==> src/sv/fdet_div.sv <==
module fdet_div #(
  parameter int unsigned NUMW = 48,
  parameter int unsigned DENW = 40
) (
  input  logic            clk_i,
  input  logic            rst_ni,
  input  logic            start_i,
  input  logic [NUMW-1:0] num_i,
  input  logic [DENW-1:0] den_i,
  output logic            done_o,
  output logic [NUMW-1:0] quo_o
);

  localparam int unsigned SW = $clog2(NUMW + 1);

  logic [SW-1:0]   step_q;
  logic            done_q;
  logic [NUMW-1:0] q_q;
  logic [DENW-1:0] rem_q, den_q;
  logic [DENW:0]   rem_sh;
  logic            ge;

  // One quotient bit per cycle, restoring
  assign rem_sh = {rem_q, q_q[NUMW-1]};
  assign ge     = rem_sh >= {1'b0, den_q};

  // Step counter
  always_ff @(posedge clk_i or negedge rst_ni) begin
    if (!rst_ni) begin
      step_q <= '0;
      done_q <= 1'b0;
    end else begin
      done_q <= step_q == SW'(1);
      if (start_i) begin
        step_q <= SW'(NUMW);
      end else if (step_q != '0) begin
        step_q <= step_q - SW'(1);
      end
    end
  end

  // Shift numerator out, quotient in
  always_ff @(posedge clk_i) begin
    if (start_i) begin
      rem_q <= '0;
      q_q   <= num_i;
      den_q <= den_i;
    end else if (step_q != '0) begin
      rem_q <= ge ? DENW'(rem_sh - {1'b0, den_q}) : DENW'(rem_sh);
      q_q   <= {q_q[NUMW-2:0], ge};
    end
  end

  assign done_o = done_q;
  assign quo_o  = q_q;

endmodule

==> config.mk <==
export PLATFORM = sky130hd
export DESIGN_NAME = fdet_div
export DESIGN_NICKNAME = d
export VERILOG_FILES = /design/src/sv/fdet_div.sv
export SDC_FILE = /design/constraint.sdc
export NUM_CORES = 1
export LEC_CHECK = 0
export BUFFER_PORTS_ARGS = -buffer_cell sky130_fd_sc_hd__buf_2
export CAP_MARGIN = 5
export CELL_PAD_IN_SITES_DETAIL_PLACEMENT = 1
export CELL_PAD_IN_SITES_GLOBAL_PLACEMENT = 2
export CORE_ASPECT_RATIO = 0.5
export CORE_MARGIN = 2
export CORE_UTILIZATION = 32
export CTS_CLUSTER_SIZE = 25
export DETAILED_ROUTE_END_ITERATION = 12
export PLACE_DENSITY = 0.87
export SETUP_SLACK_MARGIN = 0.4
export SKIP_LAST_GASP = 1
export SLEW_MARGIN = 20
export SYNTH_ARGS = -nofsm -noshare
export SYNTH_HDL_FRONTEND = slang
export SYNTH_SLANG_ARGS = --single-unit
==> constraint.sdc <==
create_clock -name clk_i -period 2.9 [get_ports clk_i]
set_input_delay 0.435 -clock clk_i [delete_from_list [all_inputs] [get_ports clk_i]]
set_output_delay 0.435 -clock clk_i [all_outputs]
set_load 0.05 [all_outputs]
==> metrics.log, run 1 <==
INFO  metric run_status = finished with violations
INFO  metric failed_checks = setup timing
INFO  metric detailed_place_hpwl = 17.6 mm
INFO  metric achievable-frequency = 334 MHz
INFO  metric critical_path.reg2reg.startpoint = den_q[27]
INFO  metric postSynth.topFlopCell = sky130_fd_sc_hd__edfxtp_1
INFO  metric tns = -0.604 ns
INFO  metric htreeDepth = 4
INFO  metric tightestPinTransition = 0.675 ns
INFO  metric synthesis.area_per_instance = 9.94 µm²
INFO  metric worst_setup_hold_path_clk_slew = 0.07 ns
INFO  metric gpl.final_weighted_congestion = 0.899
INFO  metric maximum_capacitance_violations = 0
INFO  metric post-synth-top-area-fraction = 0.336
INFO  metric combPwrFrac = 0.531
INFO  metric grt_antenna_before_repair = 3
INFO  metric grt_max_degree = 126
INFO  metric max-slew-margin-rel = 0.550
INFO  metric critical_path_peak_fanout = 15
INFO  metric fin_skew = 0.0110 ns
INFO  metric netlist_area = 7870 µm²
INFO  metric power.total = 0.0104 W
INFO  metric worstSetupStartpointType = flip-flop
INFO  metric yosysMostFrequentCell = sky130_fd_sc_hd__edfxtp_1
INFO  metric global_route_wire_length_before_repair = 38.7 mm
INFO  metric finalCriticalPeriod = 2.99 ns
INFO  metric switching_share = 0.404
INFO  metric slew_violations = 0
INFO  metric numCtsBuffers = 17
INFO  metric hold_crit_path_type = in -> reg
INFO  metric finish.net_count = 1155
INFO  metric pin_count = 140
INFO  metric routed_wirelength = 25.1 mm
INFO  metric ys.warnings.count = 0
INFO  metric share_seq_of_total_power = 0.266
INFO  metric globalRoute.totalOverflow = 0
INFO  metric crit_slowest_cell = sky130_fd_sc_hd__or4_4
INFO  metric non_filler_instance_count_after_layout = 1371
INFO  metric min_period_over_period = 1.03
INFO  metric io_buffers = 139
INFO  metric synth.top_cells.by_area = sky130_fd_sc_hd__edfxtp_1 34%, sky130_fd_sc_hd__dfxtp_1 10%, sky130_fd_sc_hd__mux2_2 6.9%
INFO  metric synth_common_cells = 88 x sky130_fd_sc_hd__edfxtp_1, 73 x sky130_fd_sc_hd__nor2_1, 62 x sky130_fd_sc_hd__inv_1
INFO  metric detail_route.iter0.violations = 388
INFO  metric synth_enable_flop_cells = 88
INFO  metric cts_max_path_buffers = 2
INFO  metric crit_path_cell_trace = inv_2, ha_4, and3_4, nand2_2, or4_4, or3_4, o211a_4, nor3b_4, buf_6, clkbuf_16, o31a_1, a211oi_2
INFO  metric synth-seq-area-share = 0.460
INFO  metric drt-wirelength-per-cell = 18.3 µm
INFO  metric clkSinkCount = 135
INFO  metric detailroute.via_count = 6997
INFO  metric placement_rows = 40
INFO  metric floorplan.die.height = 115 µm
INFO  metric timing.critical_path.to_type = flip-flop
INFO  metric gr-usage-all-layers = 0.193
INFO  metric layout_setup_ws = -0.0905 ns
INFO  metric synth.ff_latch_count = 135
INFO  metric syn-instance-count = 792
INFO  metric power_leakage = 4.84 nW
INFO  metric tritoncts = built
INFO  metric clock-root-buffer = sky130_fd_sc_hd__clkbuf_16
INFO  metric irDropWorstVdd = 414 µV
INFO  metric worst_path_dominant_cell_family = simple AND/OR/NAND/NOR gates
INFO  metric crit_path_max_incr_delay = 0.49 ns
INFO  metric clock_latency = 0.45 ns
INFO  metric antenna_violating_nets_post_route = 0
INFO  metric power_density = 947 nW/µm²
INFO  metric finalHoldViolCount = 0
INFO  metric min-delay-start = den_i[24]
INFO  metric first_pass_iters = 4
INFO  metric postSynthNetCount = 926
INFO  metric routed_via_density = 5.10
INFO  metric floorplan.initialDensity = 0.327
INFO  metric whs = 0.158 ns
INFO  metric dieWidth = 226 µm
INFO  metric clock_power_share = 0.203
INFO  metric grt_setup_unrepaired = true
INFO  metric cp.required = 3.27 ns
INFO  metric cp-startpoint = den_q[27]
INFO  metric arr_time_crit_path = 3.36 ns
INFO  metric criticalPathCategory = reg -> reg
INFO  metric setup_viol = 19
INFO  metric dpl.cell_count = 1320
INFO  metric drive_above_1_share = 0.422
INFO  metric area_growth_syn_to_layout = 40.0%
INFO  metric drc = 0
INFO  metric timing.critical_path.buf_inv = 3
INFO  metric design.core.area = 24100 µm²
INFO  metric synth_area_leader_cell = sky130_fd_sc_hd__edfxtp_1
INFO  metric via_count_of_the_first_global_routing_pass = 7177
INFO  metric total_switching_power = 0.00421 W
INFO  metric netlist-cell-type-count = 60
INFO  metric die-area = 25900 µm²
INFO  metric async_flop_share = 0.0519
INFO  metric cell_internal_pwr = 0.00622 W
## metal layers
metal | track usage | part of all wire | wire (µm) | vias up
met2 | 0.310 | 0.47 | 11800 | 138
met4 | 0.0781 | 0.018 | 452 | 2
li1 | - | - | - | 3360
met1 | 0.251 | 0.46 | 11700 | 3463
met3 | 0.0483 | 0.046 | 1160 | 34
met5 | 0 | 0.00044 | 11 | -
## cell type report
type                            count  area (µm²)
Clock inverter                     12         118
Sequential cell                   135        3620
Antenna cell                        1        2.50
Tap cell                          336         420
Fill cell                        2686       13100
Inverter                           62         233
Multi-Input combinational cell    554        4500
Clock buffer                       20         447
Timing Repair Buffer              251        1680
## repair_timing
item,CTS,global route
resized for setup,56,61
setup endpoints to repair,41,41
endpoints found under the hold margin,7,0
cloned,2,2
pin swaps,19,36
buffers inserted,8,5
hold buffers,1,0
## sequential cells by signal, indices dropped and copies added (netlist names)
name    flops
quo_o      48
den_q      40
rem_q      40
step_q      6
done_o      1
## cells by family (layout without fill, tap and decap cells)
logic type      Yosys count  in the layout  synth area share
mux                      50             50            0.0712
fa+ha+maj                43             43            0.0693
simple gates            216            216             0.130
flops                   135            135             0.460
compound gates          210            210             0.179
other cells               0              1                 0
buf+inv                 103            345            0.0517
xor+xnor                 35             35            0.0390
## final timing paths
| check | end | slack (ns) | cells after the start |
|---|---|---|---|
| max | rem_q[29] | -0.09 | 12 |
| min | den_q[24] | 0.16 | 1 |
| max reg2reg | rem_q[29] | -0.09 | 12 |
| min reg2reg | rem_q[1] | 0.51 | 2 |
| max in group asynchronous | step_q[3] | 2.36 | 2 |
| min in group asynchronous | step_q[2] | 0.37 | 2 |
## metrics by stage
step	setup WS [ns]	utilization	instance area (µm²)
finish	-0.0905	0.458	11000
floorplan	-0.0107	-	8070
CTS	-0.0641	0.442	10600
global route	-0.179	0.457	11000
detailed placement	-0.172	0.403	9690
global placement	-0.143	0.403	9690
## cells in the final DEF (no fill, tap or decap), types with 6 or more instances in the layout
master                        n
sky130_fd_sc_hd__nand2_2      7
sky130_fd_sc_hd__a211oi_1    17
sky130_fd_sc_hd__clkbuf_16   19
sky130_fd_sc_hd__inv_1       55
sky130_fd_sc_hd__a21o_1      25
sky130_fd_sc_hd__dfrtp_1      7
sky130_fd_sc_hd__nor2_1      64
sky130_fd_sc_hd__nor3_1      21
sky130_fd_sc_hd__edfxtp_1    88
sky130_fd_sc_hd__o21ai_0     27
sky130_fd_sc_hd__nor2_2       7
sky130_fd_sc_hd__buf_2      138
sky130_fd_sc_hd__a211oi_2    13
sky130_fd_sc_hd__o21ai_1     10
sky130_fd_sc_hd__xnor2_1     22
sky130_fd_sc_hd__buf_6        9
sky130_fd_sc_hd__a21oi_1     40
sky130_fd_sc_hd__nand3_1     16
sky130_fd_sc_hd__xor2_1      13
sky130_fd_sc_hd__inv_2        7
sky130_fd_sc_hd__buf_4       96
sky130_fd_sc_hd__o21bai_1     6
sky130_fd_sc_hd__ha_4        18
sky130_fd_sc_hd__nand2_1     43
sky130_fd_sc_hd__a21oi_2     11
sky130_fd_sc_hd__dfxtp_1     38
sky130_fd_sc_hd__mux2_2      48
sky130_fd_sc_hd__ha_1        24
sky130_fd_sc_hd__nand4_1      9
sky130_fd_sc_hd__o211a_1      7
## power groups by stage
stage / Clock [W] / Sequential, W / Combinational (W)
CTS: 0.00217 / 0.00273 / 0.00495
global placement: 0 / 0.00271 / 0.00433
global route: 0.00224 / 0.00281 / 0.00598
floorplan: 0 / 0.00294 / 0.00278
finish: 0.00212 / 0.00277 / 0.00554
detailed placement: 0 / 0.00273 / 0.00444
Note: power is estimated with default switching activity, not from simulation.
==> run 2: changes to the inputs <==
- CORE_UTILIZATION: 32 -> 35
- PLACE_DENSITY: 0.87 -> 0.9
- clock period: 2.9 -> 3.17 ns (I/O delays scaled with it)
==> run 2 against run 1 <==
Net effect:
- the run now ends clean
- critical path depth increased by 2
- sequential power shrank 7.9%
- non-clock buffer count decreased by 34
- sequential cell count unchanged
- global-route usage grew 2.0 points
- combinational power up 0.7%
- clock power is 10% lower
- first-iteration DRC count down 12%
- wire length increased by 5.4%
- maximum frequency decreased by 0.32%
- clock skew is 0.0019 ns lower
- hold slack improved by 0.047 ns
==> metrics.log, run 2 (same netlist as run 1, synthesis figures left out) <==
INFO  metric run_status = complete, no violations
INFO  metric power.total = 0.0100 W
INFO  metric dieWidth = 216 µm
INFO  metric grt_antenna_before_repair = 1
INFO  metric crit_slowest_cell = sky130_fd_sc_hd__or3_4
INFO  metric critical_path_peak_fanout = 5
INFO  metric cp-startpoint = den_q[8]
INFO  metric via_count_of_the_first_global_routing_pass = 7454
INFO  metric nFillCells = 2403
INFO  metric finalHoldViolCount = 0
INFO  metric detailed_place_hpwl = 16.3 mm
INFO  metric floorplan.die.height = 110 µm
INFO  metric cell_internal_pwr = 0.00588 W
INFO  metric min-delay-start = den_i[5]
INFO  metric pin_count = 140
INFO  metric placement_rows = 38
INFO  metric timing.critical_path.to_type = flip-flop
INFO  metric clkSinkCount = 135
INFO  metric whs = 0.205 ns
INFO  metric mostFrequentLayoutCell = sky130_fd_sc_hd__buf_2
INFO  metric routed_via_density = 5.47
INFO  metric hold_crit_path_type = in -> reg
INFO  metric routed_wirelength = 26.4 mm
INFO  metric worstSetupStartpointType = flip-flop
INFO  metric crit_path_max_incr_delay = 0.41 ns
INFO  metric combPwrFrac = 0.556
INFO  metric finish.net_count = 1121
INFO  metric setup_viol = 0
INFO  metric irDropWorstVdd = 376 µV
INFO  metric detailroute.via_count = 7113
INFO  metric arr_time_crit_path = 3.34 ns
INFO  metric hold_path_end = den_q[5]
INFO  metric post-route-cell-area = 11000 µm²
INFO  metric achievable-frequency = 333 MHz
INFO  metric design.core.area = 21900 µm²
INFO  metric htreeDepth = 4
INFO  metric tns = 0 ns
INFO  metric cts_max_path_buffers = 2
INFO  metric power_leakage = 4.74 nW
INFO  metric drt-wirelength-per-cell = 20.3 µm
INFO  metric die-area = 23800 µm²
INFO  metric most_frequent_cells_in_the_layout = 138 x sky130_fd_sc_hd__buf_2, 88 x sky130_fd_sc_hd__edfxtp_1, 62 x sky130_fd_sc_hd__nor2_1
INFO  metric area_growth_syn_to_layout = 39.8%
INFO  metric critical_path.reg2reg.startpoint = den_q[8]
INFO  metric regToRegSetupSlack = 0.17 ns
INFO  metric first_pass_iters = 5
INFO  metric total_switching_power = 0.00416 W
INFO  metric criticalPathCategory = reg -> reg
INFO  metric antenna_violating_nets_post_route = 0
INFO  metric slew_violations = 0
INFO  metric max_ffs_per_register = 48
INFO  metric tritoncts = built
INFO  metric io_buffers = 139
INFO  metric clock-root-buffer = sky130_fd_sc_hd__clkbuf_16
INFO  metric numCtsBuffers = 17
INFO  metric clock_power_share = 0.190
INFO  metric max-slew-margin-rel = 0.532
INFO  metric finalCriticalPeriod = 3.00 ns
INFO  metric drive_above_1_share = 0.437
INFO  metric regToRegEndpoint = rem_q[27]
INFO  metric global_route_wire_length_before_repair = 39.2 mm
INFO  metric gr-usage-all-layers = 0.213
INFO  metric crit_path_cell_trace = inv_2, ha_4, nand4_1, nor4_2, nand4_1, or3_4, o211a_4, nor3b_4, buf_6, buf_6, buf_16, a21oi_2, o21ai_1, o211a_1
INFO  metric maximum_capacitance_violations = 0
INFO  metric worst-r2r-cell-count = 14
INFO  metric switching_share = 0.414
INFO  metric cp.required = 3.51 ns
INFO  metric fin_skew = 0.00913 ns
INFO  metric globalRoute.totalOverflow = 0
INFO  metric floorplan.initialDensity = 0.360
INFO  metric grt_max_degree = 126
INFO  metric worst_setup_hold_path_clk_slew = 0.07 ns
INFO  metric grt_setup_unrepaired = true
INFO  metric power_density = 912 nW/µm²
INFO  metric non_filler_instance_count_after_layout = 1301
INFO  metric tightestPinTransition = 0.702 ns
INFO  metric placed_cell_area = 9160 µm²
INFO  metric share_seq_of_total_power = 0.254
INFO  metric detail_route.iter0.violations = 343
INFO  metric min_period_over_period = 0.946
INFO  metric hold-path-cell-count = 1
INFO  metric drc = 0
INFO  metric gpl.final_weighted_congestion = 0.859
INFO  metric dpl.cell_count = 1222
INFO  metric clock_latency = 0.44 ns
## run 2: changes by cell type in the layout (fill, tap and decap cells not counted), sizes merged
cell      previous run  this run
clkbuf              22        24
buf                248       212
clkinvlp             2         1
bufinv               1         0
clkinv               3         5
## run 2: worst max-delay path: cells and delay by family, from the launching register on
kind                       cells  cell delay [ns]
AOI/OAI and AO/OA              4             0.48
adders and majority gates      1             0.30
buffers and inverters          4             0.48
DFF                            1             0.35
and+or+nand+nor                5             1.28
## run 2: how the worst max path moves through the flow
stage | to | depth (start not counted)
detailed placement | rem_q[29] | 11
finish | rem_q[27] | 14
global route | rem_q[27] | 15
CTS | rem_q[30] | 14
floorplan | rem_q[38] | 12
global placement | rem_q[29] | 11
## run 2: metrics by stage
step / utilization / setup slack, ns
after global placement: 0.419 / 0.130
after floorplan: - / 0.246
after CTS: 0.476 / 0.261
final: 0.503 / 0.170
after global routing: 0.503 / 0.0848
after detailed placement: 0.419 / 0.0365
## run 2: power by group through the flow
stage	logic, W	registers [W]	clock network, W
finish	0.00558	0.00255	0.00190
global route	0.00591	0.00259	0.00202
CTS	0.00459	0.00250	0.00194
detailed placement	0.00365	0.00249	0
global placement	0.00352	0.00247	0
floorplan	0.00248	0.00269	0
## run 2: final cells by class
| cell class | count | area [µm²] | area share |
|---|---|---|---|
| sequential | 135 | 3620 | 0.330 |
| clock inverter | 12 | 90.1 | 0.00819 |
| timing repair buffer | 217 | 1550 | 0.141 |
| tap | 300 | 375 | 0.0341 |
| multi-input combinational | 554 | 4660 | 0.424 |
| inverter | 62 | 233 | 0.0212 |
| antenna | 1 | 2.50 | 0.000228 |
| clock buffer | 20 | 468 | 0.0425 |
## run 2: metal layers
layer,part of all wire,global-route usage,wire (µm),up-vias
met5,0,0,0,-
met1,0.44,0.261,11600,3603
met2,0.48,0.367,12800,181
met4,0.020,0.0533,530,0
met3,0.056,0.0700,1480,44
li1,-,-,-,3285
## run 2: repair_timing
| item | 4_1_cts | 5_1_grt |
|---|---|---|
| endpoints found under the hold margin | 7 | 0 |
| pin swaps | 49 | 58 |
| resized for setup | 82 | 92 |
| gates cloned | 5 | 5 |
| buffers inserted | 27 | 8 |
| hold buffers | 1 | 0 |
| endpoints found under the setup margin | 41 | 41 |
