==> src/sv/fdet_pkg.sv <==
package fdet_pkg;

  localparam int unsigned BINS_DEF      = 256;
  localparam int unsigned MAX_PEAKS_DEF = 16;
  localparam int unsigned CFG_W         = 27;

  localparam logic [8:0]  MARK_MAX  = 9'd511;
  localparam logic [29:0] RATE_MAX  = 30'd1000000000;
  localparam logic [15:0] CENT_MAX  = 16'hffff;
  localparam logic [4:0]  COUNT_MAX = 5'd31;

  localparam logic [7:0]  REV_RST  = 8'd1;
  localparam logic [26:0] CLK_RST  = 27'd24000000;
  localparam logic [15:0] THR_RST  = 16'd16;
  localparam logic [15:0] CMIN_RST = 16'd64;

  typedef enum logic [1:0] {
    CFG_REVOLUTION    = 2'd0,
    CFG_SAMPLE_CLOCK  = 2'd1,
    CFG_BIN_THRESHOLD = 2'd2,
    CFG_CLUSTER_MIN   = 2'd3
  } cfg_idx_e;

  typedef enum logic [1:0] {
    ENC_UNKNOWN = 2'd0,
    ENC_FM      = 2'd1,
    ENC_MFM     = 2'd2
  } enc_e;

  typedef struct packed {
    logic        kind;
    logic [31:0] pulse_len;
    logic        index_mark;
  } item_t;

  typedef struct packed {
    logic [1:0]  encoding;
    logic [29:0] rate_hz;
    logic [4:0]  peak_count;
    logic [15:0] first_peak;
  } result_t;

  // Control of the histogram stream into the peak finder
  typedef struct packed {
    logic clear;
    logic valid;
  } beat_ctl_t;

endpackage

==> src/sv/fdet_peak.sv <==
module fdet_peak #(
  parameter int unsigned BINS      = fdet_pkg::BINS_DEF,
  parameter int unsigned MAX_PEAKS = fdet_pkg::MAX_PEAKS_DEF,
  localparam int unsigned IDXW = $clog2(BINS),
  localparam int unsigned CW   = IDXW + 1,
  localparam int unsigned MW   = 32 + IDXW,
  localparam int unsigned WW   = 32 + 2 * IDXW,
  localparam int unsigned NW   = $clog2(MAX_PEAKS + 1)
) (
  input  logic                clk_i,
  input  logic                rst_ni,
  input  fdet_pkg::beat_ctl_t ctl_i,
  input  logic [31:0]         data_i,
  input  logic [15:0]         thr_i,
  input  logic [15:0]         cmin_i,
  output logic                done_o,
  output logic [NW-1:0]       count_o,
  output logic [WW-1:0]       wsum0_o,
  output logic [MW-1:0]       mass0_o,
  output logic [WW-1:0]       wsum1_o,
  output logic [MW-1:0]       mass1_o
);

  logic [CW-1:0]   idx_q;
  logic [31:0]     l_q, m_q;
  logic [33:0]     sum3;
  logic            v1_q, last1_q;
  logic [IDXW-1:0] j1_q;
  logic [31:0]     s1_q;
  logic            v2_q, last2_q, hit2_q;
  logic [MW-1:0]   prod2_q;
  logic [31:0]     s2_q;
  logic            inrun_q, done_q;
  logic [NW-1:0]   cnt_q;
  logic [WW-1:0]   wsum_q, tw;
  logic [MW-1:0]   mass_q, tm;
  logic            close_run, kept;
  logic [WW-1:0]   wsum0_q, wsum1_q;
  logic [MW-1:0]   mass0_q, mass1_q;

  // Three-tap window sum
  assign sum3 = {2'b00, l_q} + {1'b0, m_q, 1'b0} + {2'b00, data_i};

  // Run totals including the current bin
  assign tw = wsum_q + (hit2_q ? WW'(prod2_q) : '0);
  assign tm = mass_q + (hit2_q ? MW'(s2_q) : '0);
  assign close_run = v2_q && ((hit2_q && last2_q) || (!hit2_q && inrun_q));
  assign kept = tm > MW'(cmin_i);

  // Control: beat index, stage valids, run state, peak count
  always_ff @(posedge clk_i or negedge rst_ni) begin
    if (!rst_ni) begin
      idx_q   <= '0;
      v1_q    <= 1'b0;
      last1_q <= 1'b0;
      v2_q    <= 1'b0;
      last2_q <= 1'b0;
      inrun_q <= 1'b0;
      cnt_q   <= '0;
      done_q  <= 1'b0;
    end else if (ctl_i.clear) begin
      idx_q   <= '0;
      v1_q    <= 1'b0;
      last1_q <= 1'b0;
      v2_q    <= 1'b0;
      last2_q <= 1'b0;
      inrun_q <= 1'b0;
      cnt_q   <= '0;
      done_q  <= 1'b0;
    end else begin
      v1_q    <= ctl_i.valid && (idx_q != '0);
      last1_q <= ctl_i.valid && (idx_q == CW'(BINS));
      if (ctl_i.valid) begin
        idx_q <= idx_q + CW'(1);
      end
      v2_q    <= v1_q;
      last2_q <= last1_q;
      done_q  <= v2_q && last2_q;
      if (close_run) begin
        inrun_q <= 1'b0;
        if (kept && (cnt_q < NW'(MAX_PEAKS))) begin
          cnt_q <= cnt_q + NW'(1);
        end
      end else if (v2_q && hit2_q) begin
        inrun_q <= 1'b1;
      end
    end
  end

  // Datapath: smooth, weight, accumulate
  always_ff @(posedge clk_i) begin
    if (ctl_i.clear) begin
      l_q    <= '0;
      m_q    <= '0;
      wsum_q <= '0;
      mass_q <= '0;
    end else begin
      if (ctl_i.valid) begin
        l_q  <= m_q;
        m_q  <= data_i;
        s1_q <= sum3[33:2];
        j1_q <= IDXW'(idx_q - CW'(1));
      end
      prod2_q <= MW'(j1_q) * MW'(s1_q);
      s2_q    <= s1_q;
      hit2_q  <= s1_q >= 32'(thr_i);
      if (close_run) begin
        wsum_q <= '0;
        mass_q <= '0;
        if (kept && (cnt_q == NW'(0))) begin
          wsum0_q <= tw;
          mass0_q <= tm;
        end
        if (kept && (cnt_q == NW'(1))) begin
          wsum1_q <= tw;
          mass1_q <= tm;
        end
      end else if (v2_q && hit2_q) begin
        wsum_q <= tw;
        mass_q <= tm;
      end
    end
  end

  assign done_o  = done_q;
  assign count_o = cnt_q;
  assign wsum0_o = wsum0_q;
  assign mass0_o = mass0_q;
  assign wsum1_o = wsum1_q;
  assign mass1_o = mass1_q;

endmodule

==> config.mk <==
export PLATFORM = sky130hd
export DESIGN_NAME = fdet_peak
export DESIGN_NICKNAME = d
export VERILOG_FILES = /design/src/sv/fdet_pkg.sv /design/src/sv/fdet_peak.sv
export SDC_FILE = /design/constraint.sdc
export NUM_CORES = 1
export LEC_CHECK = 0
export BUFFER_PORTS_ARGS = -buffer_cell sky130_fd_sc_hd__buf_2
export CAP_MARGIN = 30
export CORE_MARGIN = 3
export CORE_UTILIZATION = 24
export CTS_CLUSTER_DIAMETER = 60
export CTS_CLUSTER_SIZE = 8
export DETAILED_ROUTE_END_ITERATION = 10
export SYNTH_ARGS = -nofsm -noshare
export SYNTH_HDL_FRONTEND = slang
export SYNTH_SLANG_ARGS = --single-unit
==> constraint.sdc <==
create_clock -name clk_i -period 16.23 [get_ports clk_i]
set_input_delay 0 -clock clk_i [delete_from_list [all_inputs] [get_ports clk_i]]
set_output_delay 0 -clock clk_i [all_outputs]
set_load 0.02 [all_outputs]
==> results of run 1 <==
-- tightest hold or removal path, cell delays in order --
cell     delay [ns]
buf_2          0.08
inv_1          0.05
ha_1           0.20
a21oi_1        0.13
o31ai_1        0.12
-- cell usage after synthesis, drive strengths merged, types with 39 or more instances --
| cell type | n |
|---|---|
| nand2 | 316 |
| edfxtp | 289 |
| inv | 284 |
| and2 | 256 |
| fa | 214 |
| a21oi | 208 |
| ha | 201 |
| nor2 | 176 |
| dfxtp | 152 |
| xnor2 | 97 |
| o21ai | 86 |
| clkbuf | 78 |
| a21o | 73 |
| mux2i | 70 |
| xor2 | 61 |
| nand3 | 39 |
-- how the worst max path moves through the flow --
stage / start / endpoint / slack, ns / depth (start not counted)
2_1_floorplan: hit2_q / mass0_o[0] / 2.33 / 23
3_3_place_gp: hit2_q / wsum0_o[23] / 9.23 / 24
3_5_place_dp: hit2_q / wsum0_o[25] / 9.15 / 24
4_1_cts: hit2_q / wsum0_o[26] / 9.07 / 24
5_1_grt: hit2_q / wsum0_o[39] / 8.69 / 24
6_report: hit2_q / wsum0_o[23] / 9.22 / 24
-- state kept, by name, summed over array words and instances (netlist names), 8 cells and up --
signal / cells
wsum1_o: 48
idx_q: 9
mass_q: 40
prod2_q: 40
s1_q: 32
m_q: 32
wsum0_o: 48
wsum_q: 48
mass1_o: 40
mass0_o: 40
s2_q: 32
l_q: 32
j1_q: 8
-- area by class of cell --
type                            instances  area [µm²]  share of cell area, %
Sequential cell                       461       12220                  32.84
Multi-Input combinational cell       2170       17400                  46.75
Clock buffer                          116        2102                  5.649
Tap cell                             1729        2163                  5.814
Clock inverter                         17       225.2                 0.6052
Timing Repair Buffer                  320        2012                  5.407
Antenna cell                            9       22.52                0.06052
Inverter                              285        1070                  2.875
-- power by group through the flow --
stage	Combinational [µW]	Clock (µW)	Sequential, µW
6_report	2670	1490	1560
3_5_place_dp	2690	0	1580
4_1_cts	2720	1540	1560
5_1_grt	3080	1590	1570
2_1_floorplan	2060	0	1540
3_3_place_gp	2660	0	1580
-- kinds of logic (layout without fill, tap and decap cells) --
logic type               count (synthesis)  count (layout)  synth area share, %
AND/OR/NAND/NOR                        990             990                16.07
AO/OA/AOI/OAI                          535             535                11.09
flip-flops                             461             461                39.36
adder cells (fa/ha/maj)                415             415                21.89
buffers and inverters                  387             738                4.746
XOR/XNOR                               158             158                4.480
multiplexers                            72              72                2.369
other                                    0               9                    0
-- layer usage --
metal	track usage [%]	routed length [µm]	share of wire (%)
met3	2.786	4621	5.6
met2	20.78	39250	48
met5	0	13	0.016
met4	4.199	2264	2.8
met1	15.37	35790	44
-- metrics by stage --
stage | setup WS (ns) | instances
after global placement | 9.230 | 4914
after CTS | 9.074 | 5098
after detailed placement | 9.148 | 4920
after global routing | 8.694 | 5103
final | 9.218 | 5107
after floorplan | 2.329 | 3018
==> impl_metrics.env, run 1 <==
export IMPL_internal_power_uw=3550
export IMPL_final_common_cell="nand2_1"
export IMPL_cp_max_fo=75
export IMPL_numCtsBuffers=76
export IMPL_synth_seq_cells=461
export IMPL_drt_pass1_iterations=5
export IMPL_synth_edf_count=289
export IMPL_routabilityCongestion=0.8594
export IMPL_power_switching_uw=2172
export IMPL_endpoint_kind="flop"
export IMPL_tightest_slew_ns=0.9165
export IMPL_skew_ns=0.04617
export IMPL_finalInstanceArea_um2=37210
export IMPL_dieHeight_um=365.7
export IMPL_drive_gt1_share_pct=12.35
export IMPL_yosys_top_cells_area="edfxtp_1 (28%), fa_1 (14%), dfxtp_1 (9.8%), ha_1 (8.1%), and2_1 (5.1%)"
export IMPL_synth_avg_cell_area_um2=10.29
export IMPL_cp_arrival_ns=7.30
export IMPL_grt_pass1_wl_um=131400
export IMPL_syn_inst=3018
export IMPL_rr_worst_depth=24
export IMPL_rsz0062_at_grt="false"
export IMPL_ant_nets=0
export IMPL_combPwrFrac_pct=46.7
export IMPL_cts_tree="built"
export IMPL_yosys_most_used_dff="edfxtp_1"
export IMPL_placed_area_um2=34400
export IMPL_drv_slew=0
export IMPL_hpwl_um=61660
export IMPL_port_buffers=249
export IMPL_yosysSeqAreaShare_pct=39.36
export IMPL_path_buf_inv=3
export IMPL_fin_total_pwr_uw=5722
export IMPL_dieArea_um2=133700
export IMPL_drt_initial_drc_count=1454
export IMPL_setup_viol=0
export IMPL_final_hold_viol_count=0
export IMPL_async_flop_share_pct=4.338
export IMPL_clkTransAtPathRegs_ns=0.05
export IMPL_synth_warnings=0
export IMPL_crit_family="compound AO/OA/AOI/OAI gates"
export IMPL_yosys_area_top_type="edfxtp_1"
export IMPL_fin_crit_ns=7.012
export IMPL_pin_count=250
export IMPL_core_um2=128000
export IMPL_cts_sinks=461
export IMPL_hold_path_startpoint="thr_i[11]"
export IMPL_hold_buffers=45
export IMPL_drc_errors=0
export IMPL_num_rows=131
export IMPL_final_cell_mix="nand2_1 (313), edfxtp_1 (289), inv_1 (284)"
export IMPL_criticalPathCategory="reg2reg"
export IMPL_crit_required_ns=16.51
export IMPL_vdd_drop_max_v=0.0001722
export IMPL_r2r_start="hit2_q"
export IMPL_nFillCells=13260
export IMPL_fp_dieW_um=365.7
export IMPL_post_cts_resized=0
export IMPL_fmax_mhz=142.6
export IMPL_swShare_pct=37.97
export IMPL_fin_crit_sh_pct=43.21
export IMPL_path_cells="buf_4 -> and2_1 -> ha_1 -> a211oi_1 -> o211ai_1 -> nand2_1 -> o21ai_0 -> a21o_1 -> a21oi_1 -> o221ai_1 -> xor2_1 -> ha_1 -> and3_1 -> nand4_1 -> nor2_1 -> o21ai_0 -> o211ai_1 -> o21ai_0 -> and4b_1 -> or4b_4 -> nor3_4 -> nor4b_2 -> buf_4 -> buf_4"
export IMPL_startpoint_type="flop"
export IMPL_grt_overflow_total=0
export IMPL_clk_latency_ns=0.65
export IMPL_layout_nets=3797
export IMPL_htree_levels=3
export IMPL_hold_ws_ns=0.1015
export IMPL_wl_per_cell_um=16.04
export IMPL_start_util_pct=24.26
export IMPL_power_density_nw_per_um2=153.8
export IMPL_maxSlewHeadroom_pct=38.49
export IMPL_utilization_pct=29.07
export IMPL_grt_max_degree=82
export IMPL_seqPwrFrac_pct=27.3
export IMPL_worstReg2RegEnd="wsum0_o[23]"
export IMPL_min_to="hit2_q"
export IMPL_vias=22820
export IMPL_tns_ns=0
export IMPL_synth_top_area_share_pct=27.95
export IMPL_grt_pass1_vias=23490
export IMPL_p_leak_uw=0.01569
export IMPL_hold_path_depth=5
export IMPL_areaGrowthSynthToFinish_pct=19.83
export IMPL_status="completed"
export IMPL_syn_area_um2=31050
export IMPL_drv_cap=0
export IMPL_routed_wirelength_um=81940
export IMPL_clkPwrFrac_pct=26.1
export IMPL_syn_num_nets=3501
export IMPL_antenna_found_initial=15
export IMPL_hold_class="in2reg"
export IMPL_cts_setup_buffers=0
export IMPL_track_usage_pct=12.29
export IMPL_slowest_delay_ns=0.59
export IMPL_yosysUniqueCellTypes=92
export IMPL_cts_buffer_depth=3
export IMPL_rrSetupSlack_ns=9.22
export IMPL_vias_per_cell=4.468
export IMPL_slowest_stage="o21ai_0"
export IMPL_root_buffer="clkbuf_16"
Power figures use the tool's default switching activity.
==> run 2, diff against run 1 <==
==> constraint.sdc (replaced) <==
create_clock -name clk_i -period 6.3 [get_ports clk_i]
set_input_delay 0 -clock clk_i [delete_from_list [all_inputs] [get_ports clk_i]]
set_output_delay 0 -clock clk_i [all_outputs]
set_load 0.02 [all_outputs]
==> impl_metrics.env, run 2 (synthesized netlist as in run 1, its figures left out) <==
export IMPL_status="completed"
export IMPL_vias_per_cell=4.439
export IMPL_pin_count=250
export IMPL_startpoint_type="flop"
export IMPL_cts_tree="built"
export IMPL_dieHeight_um=365.7
export IMPL_hpwl_um=63010
export IMPL_track_usage_pct=12.33
export IMPL_drt_initial_drc_count=1296
export IMPL_vias=22690
export IMPL_numCtsBuffers=73
export IMPL_fin_total_pwr_uw=14790
export IMPL_port_buffers=249
export IMPL_utilization_pct=29.11
export IMPL_placed_area_um2=34580
export IMPL_routed_wirelength_um=82810
export IMPL_cp_arrival_ns=6.36
export IMPL_p_leak_uw=0.01570
export IMPL_dieArea_um2=133700
export IMPL_drt_pass1_iterations=5
export IMPL_finalInstanceArea_um2=37260
export IMPL_clk_latency_ns=0.64
export IMPL_worst_slack_ns=0.1805
export IMPL_endpoint_kind="flop"
export IMPL_power_density_nw_per_um2=396.8
export IMPL_dp_slack_ns=0.1616
export IMPL_fin_crit_sh_pct=97.14
export IMPL_crit_required_ns=6.54
export IMPL_rr_worst_depth=19
export IMPL_antenna_found_initial=11
export IMPL_hold_path_depth=4
export IMPL_fp_dieW_um=365.7
export IMPL_hold_ws_ns=0.2060
export IMPL_hold_class="in2reg"
export IMPL_final_hold_viol_count=0
export IMPL_grt_max_degree=89
export IMPL_routabilityCongestion=0.8421
export IMPL_setup_viol=0
export IMPL_cts_buffer_depth=3
export IMPL_drv_cap=0
export IMPL_grt_pass1_vias=23350
export IMPL_num_rows=131
export IMPL_drive_gt1_share_pct=12.97
export IMPL_cts_sinks=461
export IMPL_start_util_pct=24.26
export IMPL_areaGrowthSynthToFinish_pct=20.00
export IMPL_layout_nets=3803
export IMPL_maxSlewHeadroom_pct=26.77
export IMPL_drv_slew=0
export IMPL_final_cell_mix="nand2_1 (313), edfxtp_1 (289), inv_1 (284)"
export IMPL_skew_ns=0.03456
export IMPL_fmax_mhz=163.4
export IMPL_fin_crit_ns=6.120
export IMPL_ant_nets=0
export IMPL_grt_overflow_total=0
export IMPL_clkTransAtPathRegs_ns=0.05
export IMPL_cp_max_fo=88
export IMPL_root_buffer="clkbuf_16"
export IMPL_core_um2=128000
export IMPL_grt_pass1_wl_um=131300
export IMPL_criticalPathCategory="reg2reg"
export IMPL_vdd_drop_max_v=0.0004134
export IMPL_wl_per_cell_um=16.20
export IMPL_final_common_cell="nand2_1"
export IMPL_htree_levels=3
export IMPL_drc_errors=0
export IMPL_rrSetupSlack_ns=0.18
export IMPL_tightest_slew_ns=1.090
## run 2: final cells by class
cell class / count / area (µm²)
fillers: 13280 / 90750
multi-input cells: 2170 / 17500
flip-flops and latches: 461 / 12220
well taps: 1729 / 2163
clock buffers: 118 / 2078
repair buffers: 329 / 2053
inverters: 285 / 1070
clock inverters: 13 / 158.9
diodes: 6 / 15.01
## run 2: worst paths after layout
kind,end,from
min in group asynchronous,count_o[2],rst_ni
setup / recovery,wsum0_o[23],hit2_q
hold / removal,m_q[10],data_i[10]
setup reg to reg,wsum0_o[23],hit2_q
hold reg to reg,wsum_q[2],wsum_q[2]
max in group asynchronous,v2_q,rst_ni
## run 2: layer usage
metal | vias to the layer above | global-route usage (%) | routed length [µm]
met5 | - | 0 | 34
met4 | 6 | 4.776 | 2901
met3 | 136 | 2.839 | 4748
met2 | 522 | 20.46 | 38940
met1 | 11070 | 15.51 | 36180
li1 | 10960 | - | -
## run 2: worst max-delay path, cell delays in order (launching register included)
cell      delay (ns)
edfxtp_1        0.55
buf_4           0.29
and2_1          0.20
ha_1            0.37
nand2_1         0.24
o21ai_0         0.49
nor2_1          0.16
xnor2_2         0.43
ha_1            0.34
and3_1          0.22
nand4_1         0.11
nor2_1          0.07
o21ai_1         0.09
o211ai_1        0.11
o21ai_1         0.37
and4b_1         0.33
or4b_4          0.54
nor3_4          0.28
nor4b_4         0.09
buf_12          0.22
## run 2: per-stage QoR
step	std cells	setup TNS (ns)
floorplan	3018	-98.46
global placement	4930	0
detailed placement	4933	0
CTS	5104	0
global route	5109	-0.3687
finish	5111	0
## run 2: what timing repair did
item                                   4_1_cts  5_1_grt
resized for setup                            0        1
endpoints found under the hold margin       96        0
setup buffers                                0        1
hold buffers                                40        0
setup endpoints to repair                    0      136
## run 2: report_power, final
| part | internal [µW] | leakage, µW | switching [µW] |
|---|---|---|---|
| sequential | 3850 | 0.00412 | 169 |
| combinational | 2900 | 0.0105 | 4150 |
| clock | 2300 | 0.00107 | 1420 |
==> run 3, diff against run 2 <==
--- a/config.mk
+++ b/config.mk
@@ -8,10 +8,11 @@
 export BUFFER_PORTS_ARGS = -buffer_cell sky130_fd_sc_hd__buf_2
 export CAP_MARGIN = 30
 export CORE_MARGIN = 3
-export CORE_UTILIZATION = 24
+export CORE_UTILIZATION = 55
 export CTS_CLUSTER_DIAMETER = 60
 export CTS_CLUSTER_SIZE = 8
 export DETAILED_ROUTE_END_ITERATION = 10
+export PLACE_DENSITY = 0.77
 export SYNTH_ARGS = -nofsm -noshare
 export SYNTH_HDL_FRONTEND = slang
 export SYNTH_SLANG_ARGS = --single-unit
==> impl_metrics.env, run 3 (synthesized netlist as in run 1, its figures left out) <==
export IMPL_worstReg2RegEnd="wsum1_o[23]"
export IMPL_clk_latency_ns=0.62
export IMPL_hpwl_um=54850
export IMPL_multi_input_area_um2=17490
export IMPL_tightest_slew_ns=0.9219
export IMPL_cts_sinks=461
export IMPL_core_um2=55520
export IMPL_power_density_nw_per_um2=403.5
export IMPL_endpoint_kind="flop"
export IMPL_drt_pass1_iterations=7
export IMPL_slowest_delay_ns=0.60
export IMPL_dieArea_um2=59350
export IMPL_cts_setup_buffers=0
export IMPL_drc_errors=0
export IMPL_track_usage_pct=25.43
export IMPL_final_hold_viol_count=0
export IMPL_grt_overflow_total=0
export IMPL_startpoint_type="flop"
export IMPL_cp_max_fo=88
export IMPL_crit_end="wsum1_o[23]"
export IMPL_final_cell_mix="nand2_1 (313), edfxtp_1 (289), inv_1 (284)"
export IMPL_nFillCells=4416
export IMPL_cp_num_cells=21
export IMPL_setup_viol=0
export IMPL_areaGrowthSynthToFinish_pct=15.10
export IMPL_wl_per_cell_um=18.02
export IMPL_diodes=0
export IMPL_root_buffer="clkbuf_16"
export IMPL_antenna_found_initial=0
export IMPL_drive_gt1_share_pct=12.37
export IMPL_rsz0062_at_grt="false"
export IMPL_htree_levels=3
export IMPL_p_leak_uw=0.01555
export IMPL_drv_slew=0
export IMPL_pin_count=250
export IMPL_fin_cells=4112
export IMPL_path_buf_inv=2
export IMPL_num_rows=86
export IMPL_port_buffers=249
export IMPL_fin_crit_sh_pct=92.12
export IMPL_vdd_drop_max_v=0.0003745
export IMPL_rrSetupSlack_ns=0.50
export IMPL_ff_latch_area_um2=12220
export IMPL_routed_wirelength_um=74080
export IMPL_routabilityCongestion=0.9180
export IMPL_cp_common_cell="nor2_1"
export IMPL_drt_initial_drc_count=1670
export IMPL_ant_nets=0
export IMPL_fmax_mhz=172.3
export IMPL_crit_family="simple AND/OR/NAND/NOR gates"
export IMPL_crit_required_ns=6.53
export IMPL_cts_buffer_depth=3
export IMPL_dieHeight_um=243.6
export IMPL_fp_dieW_um=243.6
export IMPL_fin_crit_ns=5.804
export IMPL_final_common_cell="nand2_1"
export IMPL_skew_ns=0.02774
export IMPL_criticalPathCategory="reg2reg"
export IMPL_drv_cap=0
export IMPL_cts_tree="built"
export IMPL_grt_max_degree=89
export IMPL_dpl_cell_count=3943
export IMPL_fin_total_pwr_uw=14420
export IMPL_start_util_pct=55.93
export IMPL_grt_pass1_vias=23860
export IMPL_numCtsBuffers=69
export IMPL_r2r_start="hit2_q"
export IMPL_crit_path_start="hit2_q"
export IMPL_maxSlewHeadroom_pct=38.54
export IMPL_path_cells="buf_4 -> and2_1 -> ha_1 -> a211o_1 -> a21oi_1 -> a211o_4 -> nor2_1 -> nor2_1 -> xnor2_1 -> ha_1 -> and3_1 -> nand4_1 -> nor2_1 -> o21ai_1 -> o211ai_1 -> o21ai_1 -> and4b_1 -> or4b_4 -> nor3_4 -> nor4b_4 -> buf_12"
export IMPL_clkTransAtPathRegs_ns=0.05
export IMPL_layout_nets=3792
export IMPL_hold_class="in2reg"
export IMPL_cp_arrival_ns=6.03
export IMPL_vias=23170
export IMPL_slowest_stage="edfxtp_1"
export IMPL_status="completed"
export IMPL_rr_worst_depth=21
export IMPL_vias_per_cell=5.634
export IMPL_grt_pass1_wl_um=122600
-- run 3: cell types whose count changed in the layout (fill, tap and decap cells not counted), sizes merged --
cell         before  now
bufinv            1    0
dlygate4sd3      39   41
inv             287  291
clkbuf          118  119
diode             6    0
buf             290  281
clkinv           10    1
-- run 3: per-stage QoR --
step                      instance area, µm²  hold slack, ns  setup slack, ns  setup TNS, ns  utilization (%)
after floorplan                        31190         -0.2956          -0.5595         -98.46                -
after global placement                 33200       -0.001129           0.7889              0            59.80
after detailed placement               33260       -0.001022           0.6432              0            59.90
after CTS                              35700         0.03831           0.6211              0            64.30
after global routing                   35750          0.1273           0.2361              0            64.38
final                                  35750         0.08055           0.4963              0            64.38
-- run 3: repair_timing --
item | 4_1_cts | 5_1_grt
endpoints found under the hold margin | 67 | 0
resized for setup | 0 | 0
hold buffers | 41 | 0
endpoints found under the setup margin | 0 | 0
-- run 3: area by class of cell --
cell class,instances,area share [%]
multi-input combinational,2170,48.92
clock buffer,119,5.502
clock inverter,7,0.1890
sequential,461,34.19
timing repair buffer,322,5.586
tap,748,2.618
inverter,285,2.993
-- run 3: power by group --
| part | switching [µW] | internal [µW] |
|---|---|---|
| registers | 160 | 3850 |
| logic | 4020 | 2940 |
| clock network | 1340 | 2110 |
| total | 5520 | 8900 |
-- run 3: worst min-delay path by stage --
stage                    from         end  slack (ns)  cells after the start
global route        thr_i[14]      hit2_q        0.13                      7
floorplan              rst_ni  count_o[0]       -0.30                      0
CTS                 thr_i[14]      hit2_q        0.04                      7
global placement       rst_ni  count_o[2]      -0.001                      1
finish              thr_i[14]      hit2_q        0.08                      7
detailed placement     rst_ni  count_o[3]      -0.001                      1
-- run 3: per-layer routing --
metal | track usage, % | vias up | wire length, µm
li1 | - | 10910 | -
met1 | 32.86 | 11360 | 31040
met2 | 43.18 | 744 | 36050
met3 | 3.973 | 157 | 4439
met4 | 10.05 | 0 | 2557
met5 | 0 | - | 0
-- run 3: worst reg2reg max path, cell delays in order, from the launching register on --
cell and delay [ns]:
edfxtp_1 0.60, buf_4 0.26, and2_1 0.17, ha_1 0.42, a211o_1 0.23, a21oi_1 0.11
a211o_4 0.37, nor2_1 0.11, nor2_1 0.07, xnor2_1 0.39, ha_1 0.34, and3_1 0.21
nand4_1 0.10, nor2_1 0.06, o21ai_1 0.08, o211ai_1 0.11, o21ai_1 0.26, and4b_1 0.28
or4b_4 0.54, nor3_4 0.27, nor4b_4 0.09, buf_12 0.20
